**config.mk**
```make
export PLATFORM = sky130hd
export DESIGN_NAME = bounding_box_coordinate_quantiser_unit
export DESIGN_NICKNAME = d
export VERILOG_FILES = /design/src/hw/rtl/bbcq_pkg.sv /design/src/hw/rtl/bbcq_box.sv /design/src/hw/rtl/bbcq_alu.sv /design/src/hw/rtl/bounding_box_coordinate_quantiser_unit.sv
export SDC_FILE = /design/constraint.sdc
export NUM_CORES = 2
export LEC_CHECK = 0
export BUFFER_PORTS_ARGS = -buffer_cell sky130_fd_sc_hd__buf_4
export CAP_MARGIN = 20
export CORE_AREA = 3 3 322 324
export CTS_BUF_LIST = sky130_fd_sc_hd__clkbuf_16
export CTS_CLUSTER_DIAMETER = 120
export CTS_CLUSTER_SIZE = 30
export DETAILED_ROUTE_END_ITERATION = 7
export DIE_AREA = 0 0 325 327
export GPL_TIMING_DRIVEN = 0
export SETUP_SLACK_MARGIN = 0.05
export SYNTH_ARGS = -nofsm -noshare
export SYNTH_HDL_FRONTEND = slang
export SYNTH_SLANG_ARGS = --single-unit
```
**constraint.sdc**
```tcl
create_clock -name clk -period 8.2 [get_ports clk]
set_clock_uncertainty 0.1 [all_clocks]
set_input_delay 2.05 -clock clk [delete_from_list [all_inputs] [get_ports clk]]
set_output_delay 2.05 -clock clk [all_outputs]
set_load 0.02 [all_outputs]
```
**src/hw/rtl/bbcq_pkg.sv**
```systemverilog
// Shared types and constants for the bounding box coordinate quantiser.
// Used by bbcq_box, bbcq_alu and the top level; depends on nothing else.
package bbcq_pkg;

	// Default sizes of the coordinate path and of the bucket count exponent.
	localparam int COORD_WIDTH_DEF = 32;
	localparam int MAX_BITS_DEF    = 24;

	// Fixed widths of the stream fields and of the configuration registers.
	localparam int VAL_W     = 32;
	localparam int NUM_AXES  = 3;
	localparam int BITS_W    = 5;
	localparam int REG_IDX_W = 2;

	localparam logic [BITS_W-1:0] BITS_RESET = 5'd8;

	// Configuration register indexes.
	localparam logic [REG_IDX_W-1:0] REG_X_BITS = 2'd0;
	localparam logic [REG_IDX_W-1:0] REG_Y_BITS = 2'd1;
	localparam logic [REG_IDX_W-1:0] REG_Z_BITS = 2'd2;

	// Item kinds carried in tuser.
	typedef enum logic [1:0] {
		KIND_START   = 2'd0,
		KIND_WIDEN   = 2'd1,
		KIND_QUANT   = 2'd2,
		KIND_DEQUANT = 2'd3
	} kind_t;

	// Sequencer states.
	typedef enum logic [2:0] {
		ST_IDLE,
		ST_SETUP,
		ST_RUN,
		ST_STORE,
		ST_EMIT
	} seq_state_t;

	// Control word from the sequencer to the shared arithmetic unit.
	typedef struct packed {
		logic load;
		logic mode_div;
	} alu_ctl_t;

endpackage

```
**src/hw/rtl/bbcq_box.sv**
```systemverilog
// Bounding box store: low and high corner per axis, set or widened by words.
// Depends on bbcq_pkg.
module bbcq_box #(
	parameter int COORD_WIDTH = bbcq_pkg::COORD_WIDTH_DEF
) (
	input  logic                          clk,
	input  logic                          arst_n,
	input  logic                          upd,
	input  logic                          start,
	input  logic signed [COORD_WIDTH-1:0] coord [bbcq_pkg::NUM_AXES],
	output logic signed [COORD_WIDTH-1:0] low   [bbcq_pkg::NUM_AXES],
	output logic signed [COORD_WIDTH-1:0] high  [bbcq_pkg::NUM_AXES]
);
	import bbcq_pkg::*;

	logic signed [COORD_WIDTH-1:0] low_q  [NUM_AXES];
	logic signed [COORD_WIDTH-1:0] high_q [NUM_AXES];

	// A start word sets both corners; a widen word moves each corner outward.
	always_ff @(posedge clk or negedge arst_n) begin
		if (!arst_n) begin
			for (int a = 0; a < NUM_AXES; a++) begin
				low_q[a]  <= '0;
				high_q[a] <= '0;
			end
		end else if (upd) begin
			for (int a = 0; a < NUM_AXES; a++) begin
				if (start) begin
					low_q[a]  <= coord[a];
					high_q[a] <= coord[a];
				end else begin
					if (coord[a] < low_q[a]) low_q[a] <= coord[a];
					if (coord[a] > high_q[a]) high_q[a] <= coord[a];
				end
			end
		end
	end

	assign low  = low_q;
	assign high = high_q;

endmodule

```
**src/hw/rtl/bbcq_alu.sv**
```systemverilog
// Shared add/subtract unit that runs restoring division and shift-add
// multiplication one bit per cycle. Depends on bbcq_pkg.
module bbcq_alu #(
	parameter int COORD_WIDTH = bbcq_pkg::COORD_WIDTH_DEF,
	parameter int MAX_BITS    = bbcq_pkg::MAX_BITS_DEF,
	localparam int CNTW       = $clog2(MAX_BITS + 2)
) (
	input  logic                      clk,
	input  logic                      arst_n,
	input  bbcq_pkg::alu_ctl_t        ctl,
	input  logic [COORD_WIDTH-1:0]    range_in,
	input  logic [COORD_WIDTH-1:0]    acc_in,
	input  logic [MAX_BITS:0]         sh_in,
	input  logic [CNTW-1:0]           cnt_in,
	output logic                      busy,
	output logic [COORD_WIDTH-1:0]    acc,
	output logic [MAX_BITS:0]         sh
);
	import bbcq_pkg::*;

	localparam int AW = COORD_WIDTH + 2;

	logic [COORD_WIDTH:0]   acc_q;
	logic [MAX_BITS:0]      sh_q;
	logic [COORD_WIDTH-1:0] range_q;
	logic [CNTW-1:0]        cnt_q;
	logic                   div_q;

	logic [AW-1:0] opa;
	logic [AW-1:0] opb;
	logic [AW-1:0] sum;
	logic          fits;

	// One adder serves both modes: 2r - range for division, acc + range for
	// multiplication when the current multiplier bit is set.
	always_comb begin
		if (div_q) begin
			opa = {1'b0, acc_q[COORD_WIDTH-1:0], 1'b0};
			opb = ~{2'b00, range_q};
		end else begin
			opa = {1'b0, acc_q};
			opb = sh_q[0] ? {2'b00, range_q} : '0;
		end
		sum  = opa + opb + AW'(div_q);
		fits = ~sum[AW-1];
	end

	// Counter and mode are control state.
	always_ff @(posedge clk or negedge arst_n) begin
		if (!arst_n) begin
			cnt_q <= '0;
			div_q <= 1'b0;
		end else if (ctl.load) begin
			cnt_q <= cnt_in;
			div_q <= ctl.mode_div;
		end else if (cnt_q != '0) begin
			cnt_q <= cnt_q - CNTW'(1);
		end
	end

	// Datapath registers: remainder or partial product, quotient or multiplier.
	always_ff @(posedge clk) begin
		if (ctl.load) begin
			acc_q   <= {1'b0, acc_in};
			sh_q    <= sh_in;
			range_q <= range_in;
		end else if (cnt_q != '0) begin
			if (div_q) begin
				if (fits) acc_q <= sum[COORD_WIDTH:0];
				else acc_q <= {acc_q[COORD_WIDTH-1:0], 1'b0};
				sh_q <= {sh_q[MAX_BITS-1:0], fits};
			end else begin
				acc_q <= sum[AW-1:1];
				sh_q  <= {1'b0, sh_q[MAX_BITS:1]};
			end
		end
	end

	assign busy = (cnt_q != '0);
	assign acc  = acc_q[COORD_WIDTH-1:0];
	assign sh   = sh_q;

endmodule

```
**src/hw/rtl/bounding_box_coordinate_quantiser_unit.sv**
```systemverilog
// Top level of the bounding box coordinate quantiser: stream ports,
// configuration registers, sequencer and output register.
// Depends on bbcq_pkg, bbcq_box and bbcq_alu.
// Sequence: start and widen words update the box when taken and give no result.
// Quantise and dequantise words run the axes in turn through one shared adder,
// each axis passing the setup, run and store states (a quantise axis skips the
// run state when clamped, flat or b is 0, b being the axis bits setting), then
// the emit state loads the output register.
// Throughput: one word at a time, set by the bit-serial shared adder; the next
// word is taken the cycle after the result register loads, and a result not
// yet taken holds the sequencer until it is.
// Reset: asynchronous, clears the box to zero and all bits settings to 8.
module bounding_box_coordinate_quantiser_unit #(
	parameter int COORD_WIDTH = bbcq_pkg::COORD_WIDTH_DEF,
	parameter int MAX_BITS    = bbcq_pkg::MAX_BITS_DEF
) (
	input  logic                               clk,
	input  logic                               arst_n,
	// Input stream.
	input  logic                               s_axis_tvalid,
	output logic                               s_axis_tready,
	input  logic [95:0]                        s_axis_tdata,  // val_x, val_y, val_z
	input  logic [1:0]                         s_axis_tuser,  // kind
	// Result stream.
	output logic                               m_axis_tvalid,
	input  logic                               m_axis_tready,
	output logic [95:0]                        m_axis_tdata,  // out_x, out_y, out_z
	output logic [2:0]                         m_axis_tuser,  // flat_axes
	// Configuration write port.
	input  logic                               cfg_we,
	input  logic [bbcq_pkg::REG_IDX_W-1:0]     cfg_index,
	input  logic [bbcq_pkg::BITS_W-1:0]        cfg_data
);
	import bbcq_pkg::*;

	localparam int RW   = (COORD_WIDTH < VAL_W) ? COORD_WIDTH : VAL_W;
	localparam int SW   = (COORD_WIDTH > VAL_W) ? COORD_WIDTH : VAL_W;
	localparam int EBW  = $clog2(MAX_BITS + 1);
	localparam int CNTW = $clog2(MAX_BITS + 2);

	seq_state_t state_q, state_d;

	logic [BITS_W-1:0] bits_q [NUM_AXES];
	kind_t             kind_q;
	logic [VAL_W-1:0]  val_q  [NUM_AXES];
	logic [1:0]        axis_q;
	logic              direct_q;
	logic [VAL_W-1:0]  dres_q;
	logic [VAL_W-1:0]  res_q  [NUM_AXES];
	logic [2:0]        flat_q;
	logic [95:0]       out_data_q;
	logic [2:0]        out_flat_q;
	logic              m_valid_q;

	logic                          in_acc;
	logic                          emit_go;
	logic signed [COORD_WIDTH-1:0] in_coord [NUM_AXES];
	logic signed [COORD_WIDTH-1:0] low      [NUM_AXES];
	logic signed [COORD_WIDTH-1:0] high     [NUM_AXES];

	logic signed [COORD_WIDTH-1:0] c_sel;
	logic signed [COORD_WIDTH-1:0] low_sel;
	logic signed [COORD_WIDTH-1:0] high_sel;
	logic [COORD_WIDTH-1:0]        range_sel;
	logic [EBW-1:0]                b_sel;
	logic [MAX_BITS-1:0]           top_sel;
	logic [MAX_BITS-1:0]           qv;
	logic                          flat_sel;
	logic                          iter;
	logic                          direct_d;
	logic [VAL_W-1:0]              dres_d;
	logic [COORD_WIDTH-1:0]        acc_in;
	logic [MAX_BITS:0]             sh_in;
	logic [CNTW-1:0]               cnt_in;
	logic [SW-1:0]                 rebuilt;
	logic [VAL_W-1:0]              res_d;

	alu_ctl_t               alu_ctl;
	logic                   alu_busy;
	logic [COORD_WIDTH-1:0] alu_acc;
	logic [MAX_BITS:0]      alu_sh;

	assign in_acc  = s_axis_tvalid && s_axis_tready;
	assign emit_go = !m_valid_q || m_axis_tready;

	// Coordinates of the incoming word, wrapped to the coordinate width.
	always_comb begin
		for (int a = 0; a < NUM_AXES; a++) begin
			in_coord[a] = COORD_WIDTH'($signed(s_axis_tdata[a*VAL_W +: RW]));
		end
	end

	bbcq_box #(
		.COORD_WIDTH(COORD_WIDTH)
	) u_box (
		.clk   (clk),
		.arst_n(arst_n),
		.upd   (in_acc && (s_axis_tuser == KIND_START || s_axis_tuser == KIND_WIDEN)),
		.start (s_axis_tuser == KIND_START),
		.coord (in_coord),
		.low   (low),
		.high  (high)
	);

	// Configuration registers.
	always_ff @(posedge clk or negedge arst_n) begin
		if (!arst_n) begin
			for (int a = 0; a < NUM_AXES; a++) bits_q[a] <= BITS_RESET;
		end else if (cfg_we) begin
			unique case (cfg_index)
				REG_X_BITS: bits_q[0] <= cfg_data;
				REG_Y_BITS: bits_q[1] <= cfg_data;
				REG_Z_BITS: bits_q[2] <= cfg_data;
				default: ;
			endcase
		end
	end

	// Per-axis operands for the axis being worked on.
	always_comb begin
		c_sel    = COORD_WIDTH'($signed(val_q[axis_q][RW-1:0]));
		low_sel  = low[axis_q];
		high_sel = high[axis_q];
		range_sel = (high_sel > low_sel) ? COORD_WIDTH'(high_sel - low_sel) : '0;
		flat_sel = (range_sel == '0);
		if (bits_q[axis_q] > BITS_W'(MAX_BITS)) b_sel = EBW'(MAX_BITS);
		else b_sel = EBW'(bits_q[axis_q]);
		top_sel = ~({MAX_BITS{1'b1}} << b_sel);
		// Bucket index clamp for dequantise: negative reads as zero.
		if (val_q[axis_q][VAL_W-1]) qv = '0;
		else if (val_q[axis_q] > VAL_W'(top_sel)) qv = top_sel;
		else qv = val_q[axis_q][MAX_BITS-1:0];
	end

	// Setup of the shared unit, or a direct result for clamped points.
	always_comb begin
		direct_d = 1'b0;
		dres_d   = '0;
		iter     = 1'b1;
		acc_in   = '0;
		sh_in    = '0;
		cnt_in   = CNTW'(b_sel);
		unique case (kind_q)
			KIND_QUANT: begin
				acc_in = COORD_WIDTH'(c_sel - low_sel);
				if (flat_sel || c_sel <= low_sel) begin
					direct_d = 1'b1;
					iter     = 1'b0;
				end else if (c_sel >= high_sel) begin
					direct_d = 1'b1;
					dres_d   = VAL_W'(top_sel);
					iter     = 1'b0;
				end
			end
			KIND_DEQUANT: begin
				sh_in  = {qv, 1'b1};
				cnt_in = CNTW'(b_sel) + CNTW'(1);
			end
			default: begin
				iter = 1'b0;
			end
		endcase
	end

	bbcq_alu #(
		.COORD_WIDTH(COORD_WIDTH),
		.MAX_BITS   (MAX_BITS)
	) u_alu (
		.clk     (clk),
		.arst_n  (arst_n),
		.ctl     (alu_ctl),
		.range_in(range_sel),
		.acc_in  (acc_in),
		.sh_in   (sh_in),
		.cnt_in  (cnt_in),
		.busy    (alu_busy),
		.acc     (alu_acc),
		.sh      (alu_sh)
	);

	// Result of one axis: quotient, direct value, or minimum plus offset.
	always_comb begin
		rebuilt = SW'(low_sel) + SW'(alu_acc);
		if (kind_q == KIND_DEQUANT) res_d = rebuilt[VAL_W-1:0];
		else if (direct_q) res_d = dres_q;
		else res_d = VAL_W'(alu_sh);
	end

	// Sequencer next state.
	always_comb begin
		state_d = state_q;
		unique case (state_q)
			ST_IDLE: begin
				if (in_acc && (s_axis_tuser == KIND_QUANT || s_axis_tuser == KIND_DEQUANT))
					state_d = ST_SETUP;
			end
			ST_SETUP: begin
				if (iter && cnt_in != '0) state_d = ST_RUN;
				else state_d = ST_STORE;
			end
			ST_RUN: begin
				if (!alu_busy) state_d = ST_STORE;
			end
			ST_STORE: begin
				if (axis_q == 2'd2) state_d = ST_EMIT;
				else state_d = ST_SETUP;
			end
			ST_EMIT: begin
				if (emit_go) state_d = ST_IDLE;
			end
			default: state_d = ST_IDLE;
		endcase
	end

	// Sequencer outputs.
	always_comb begin
		s_axis_tready    = 1'b0;
		alu_ctl.load     = 1'b0;
		alu_ctl.mode_div = (kind_q == KIND_QUANT);
		unique case (state_q)
			ST_IDLE:  s_axis_tready = 1'b1;
			ST_SETUP: alu_ctl.load  = iter;
			default: ;
		endcase
	end

	always_ff @(posedge clk or negedge arst_n) begin
		if (!arst_n) state_q <= ST_IDLE;
		else state_q <= state_d;
	end

	// Word capture, axis counter and per-axis results.
	always_ff @(posedge clk) begin
		if (state_q == ST_IDLE && in_acc) begin
			kind_q <= kind_t'(s_axis_tuser);
			for (int a = 0; a < NUM_AXES; a++) val_q[a] <= s_axis_tdata[a*VAL_W +: VAL_W];
			axis_q <= 2'd0;
		end
		if (state_q == ST_SETUP) begin
			direct_q       <= direct_d;
			dres_q         <= dres_d;
			flat_q[axis_q] <= flat_sel;
		end
		if (state_q == ST_STORE) begin
			res_q[axis_q] <= res_d;
			axis_q        <= axis_q + 2'd1;
		end
	end

	// Output register, loaded once the previous word has been taken.
	always_ff @(posedge clk or negedge arst_n) begin
		if (!arst_n) begin
			m_valid_q <= 1'b0;
		end else if (state_q == ST_EMIT && emit_go) begin
			m_valid_q <= 1'b1;
		end else if (m_axis_tready) begin
			m_valid_q <= 1'b0;
		end
	end

	always_ff @(posedge clk) begin
		if (state_q == ST_EMIT && emit_go) begin
			out_data_q <= {res_q[2], res_q[1], res_q[0]};
			out_flat_q <= flat_q;
		end
	end

	assign m_axis_tvalid = m_valid_q;
	assign m_axis_tdata  = out_data_q;
	assign m_axis_tuser  = out_flat_q;

	// The box never inverts on any axis.
	assert property (@(posedge clk) disable iff (!arst_n)
		low[0] <= high[0] && low[1] <= high[1] && low[2] <= high[2])
		else $error("bounding box corners out of order");

	// A bucket index from the divider fits in the axis bits.
	assert property (@(posedge clk) disable iff (!arst_n)
		(state_q == ST_STORE && kind_q == KIND_QUANT && !direct_q) |->
		((alu_sh >> b_sel) == '0))
		else $error("quantised index exceeds bucket count");

	// Leaving the emit state always presents a result word.
	assert property (@(posedge clk) disable iff (!arst_n)
		(state_q == ST_EMIT && emit_go) |=> m_axis_tvalid)
		else $error("result word lost at emit");

	// The shared unit finishes before its result is stored.
	assert property (@(posedge clk) disable iff (!arst_n)
		(state_q == ST_STORE) |-> !alu_busy)
		else $error("store while shared unit busy");

endmodule

```
==> results.py <==
metrics = {
    "routing": {
        "drc_errors": 0,
        "routed_wirelength_mm": 118,
        "antenna_left": 0,
        "dr_wl_met2_mm": 54.5,
        "highest-signal-layer": "met4",
        "wl_met1_mm": 53.5,
        "vias": 28900,
        "post_drt_via_cell_ratio": 5.40,
        "drt_iter0_markers": 2292,
        "first_pass_iters": 5,
        "wl_per_cell_um": 22.0,
        "wl_met3_mm": 5.12,
    },
    "critical_path": {
        "path_class": "reg2reg",
        "required_ps": 8380,
        "crit_path_max_fanout": 57,
        "crit_chain": "clkbuf_1, clkbuf_1, buf_1, mux2i_1, o21ai_1, ha_1, nand4_1, nor3_1, o221ai_1, a31oi_1, a211oi_1, mux2_2, a211oi_1, a21oi_4, a21oi_1, buf_6, nand2b_4",
        "r2r_slack_ps": 250,
        "end_kind": "flop",
        "cp-start-kind": "flop",
        "cpPeakStageDelay_ps": 840,
        "cp_slowest_cell": "o21ai_1",
        "arrival_ps": 8120,
    },
    "floorplanning": {
        "num_rows": 117,
        "die_h_um": 327,
        "dieArea_um2": 106000,
        "start_util_pct": 39.6,
        "io_pins": 211,
        "die-width_um": 325,
        "core_um2": 101000,
    },
    "synthesis": {
        "synth_flop_cell": "edfxtp_1",
        "synth_cell_types": 115,
        "syn-num-nets": 4195,
        "synth.avg_cell_area_um2": 10.9,
        "ys_ff_latch": 632,
        "yosys_warnings": 0,
        "synth_edf_count": 412,
        "syn_inst": 3700,
        "syn_area_um2": 40200,
        "yosysSeqAreaShare_pct": 44.4,
        "synthArstFlopShare_pct": 34.3,
    },
    "global_route": {
        "first_global_vias": 28400,
        "grt_start_max_net_pins": 99,
        "grt_pass1_wl_mm": 175,
        "grtUsageTotal_pct": 21.6,
        "antenna_found_initial": 0,
        "grt_overflow": 0,
    },
    "timing": {
        "max_clock_freq_mhz": 126,
        "fin_crit_sh_pct": 96.9,
        "worst_slack_ps": 253,
        "worst_slew_pin_slew_ps": 1140,
        "finalCriticalPeriod_ps": 7950,
        "hold_violations": 0,
        "setup_viol": 0,
        "max_slew_margin_pct": 23.8,
        "rsz0062_at_grt": "no",
        "finalMaxSlewViolations": 0,
    },
    "place": {
        "place.port_buffers": 210,
        "place_ws_ps": -365,
        "dp_hpwl_mm": 96.3,
        "gp_congestion": 0.927,
    },
    "clock_tree": {
        "htree_num_levels": 1,
        "worstSkewPairLatency_ps": 650,
        "cts_tree": "built",
        "clockRootBuffer": "clkbuf_16",
        "clockBufferDepth": 3,
        "clk_pin_slew_ps": 120,
        "cts_buffers": 27,
        "cts_setup_buffers": 0,
        "ctsHoldBuffers": 0,
        "clock-sinks": 632,
    },
    "status": {
        "status": "completed",
    },
    "finish": {
        "seq_area_um2": 17900,
        "final_nets": 4462,
        "multi_input_area_um2": 20500,
        "layout-drive-gt1-share_pct": 16.9,
        "n_fill_cell": 9628,
        "syn_to_final_growth_pct": 11.2,
        "antennaDiodeCount": 0,
    },
    "min_path": {
        "hold_class": "reg2reg",
    },
    "run": {
        "drv_cap": 0,
    },
}
-- layer usage --
metal / vias to the layer above / global-route usage [%]
li1: 14100 / -
met1: 14000 / 29.6
met2: 696 / 36.1
met3: 130 / 1.83
met4: 0 / 7.24
met5: - / 0
-- registers in the layout (all words and copies together) (netlist names), 3 cells and up, named ones only --
signal	count
u_alu.sh	25
flat_q	3
res_q	96
dres_q	24
u_alu.acc_q	33
m_axis_tuser	3
state_q	3
u_box.high	96
m_axis_tdata	96
u_box.low	96
u_alu.cnt_q	5
val_q	96
u_alu.range_q	32
bits_q	15
-- cell usage after synthesis, drive strengths merged, types with 18 or more instances --
library cell / n / area, µm²
a211oi: 34 / 265
a21o: 144 / 1080
a21oi: 254 / 1310
a31oi: 28 / 190
and2: 31 / 198
and3: 25 / 156
buf: 55 / 333
clkbuf: 69 / 279
dfrtp: 214 / 5360
edfxtp: 412 / 12400
ha: 380 / 4750
inv: 327 / 1230
mux2: 266 / 3000
mux2i: 193 / 1930
nand2: 211 / 795
nand2b: 31 / 194
nand3: 38 / 208
nand4: 65 / 413
nor2: 252 / 1110
nor2b: 41 / 267
nor3: 42 / 210
o21a: 23 / 173
o21ai: 181 / 906
o21bai: 26 / 199
o22ai: 19 / 156
o2bb2ai: 29 / 254
or2: 18 / 113
xnor2: 57 / 499
xor2: 41 / 359
-- layout make-up --
| cell class | count | area share, % |
|---|---|---|
| repair buffers | 238 | 4.27 |
| clock buffers | 27 | 1.51 |
| plain buffers | 125 | 1.48 |
| clock inverters | 16 | 0.311 |
| flip-flops and latches | 632 | 40.0 |
| well taps | 1368 | 3.83 |
| multi-input cells | 2615 | 45.9 |
| inverters | 328 | 2.76 |
-- kinds of logic after synthesis --
family	after synthesis	synth area share [%]
XOR/XNOR	98	2.14
flip-flops	632	44.4
AND/OR/NAND/NOR	809	10.2
buffers and inverters	453	4.67
multiplexers	459	12.3
AO/OA/AOI/OAI	864	14.2
adder cells (fa/ha/maj)	385	12.1
-- critical path: cells and delay by family (launching register included) --
kind / cells / cell delay, ps
buf+inv: 4 / 2100
fa+ha+maj: 1 / 290
simple gates: 3 / 1350
flops: 1 / 580
mux: 2 / 530
compound gates: 7 / 2490
-- repair_timing --
| action | 4_1_cts | 5_1_grt |
|---|---|---|
| hold endpoints to repair | 0 | 0 |
| resized for setup | 5 | 11 |
| endpoints found under the setup margin | 69 | 94 |
-- path summary, 6_finish.rpt --
kind                                         endpoint             startpoint  cells past startpoint
max                          u_alu.acc_q[0]$_DFFE_PP_                   flop                     17
min                         m_axis_tdata[0]$_DFFE_PP_  res_q[0][0]$_DFFE_PP_                      0
max reg2reg                  u_alu.acc_q[0]$_DFFE_PP_                   flop                     17
min reg2reg                 m_axis_tdata[0]$_DFFE_PP_  res_q[0][0]$_DFFE_PP_                      0
max in group asynchronous      state_q[1]$_DFFE_PN0P_                 arst_n                      2
min in group asynchronous  u_box.high[28]$_DFFE_PN0P_                 arst_n                      1
-- per-stage QoR --
| stage | util, % | cell area, µm² | hold WS [ps] | instances | TNS (ps) |
|---|---|---|---|---|---|
| 3_3_place_gp | 42.9 | 43500 | 301 | 5278 | -111710 |
| 4_1_cts | 44.0 | 44700 | 317 | 5349 | 0 |
| 2_1_floorplan | - | 40200 | 300 | 3700 | 0 |
| 6_report | 44.0 | 44700 | 315 | 5349 | 0 |
| 5_1_grt | 44.0 | 44700 | 323 | 5349 | 0 |
| 3_5_place_dp | 43.2 | 43800 | 305 | 5306 | -20360 |
-- cells in the final DEF, fill, tap and decap left out, types with 64 or more instances in the layout --
cell type	n
nor2_1	229
ha_1	380
o21ai_0	163
edfxtp_1	412
mux2i_1	193
mux2_2	248
inv_1	332
a21o_1	141
dfrtp_1	214
nand4_1	64
nand2_1	210
a21oi_1	248
buf_4	226
Power is not shown: default switching activity piles up to over one toggle a cycle in this logic, so the estimate is an artifact.
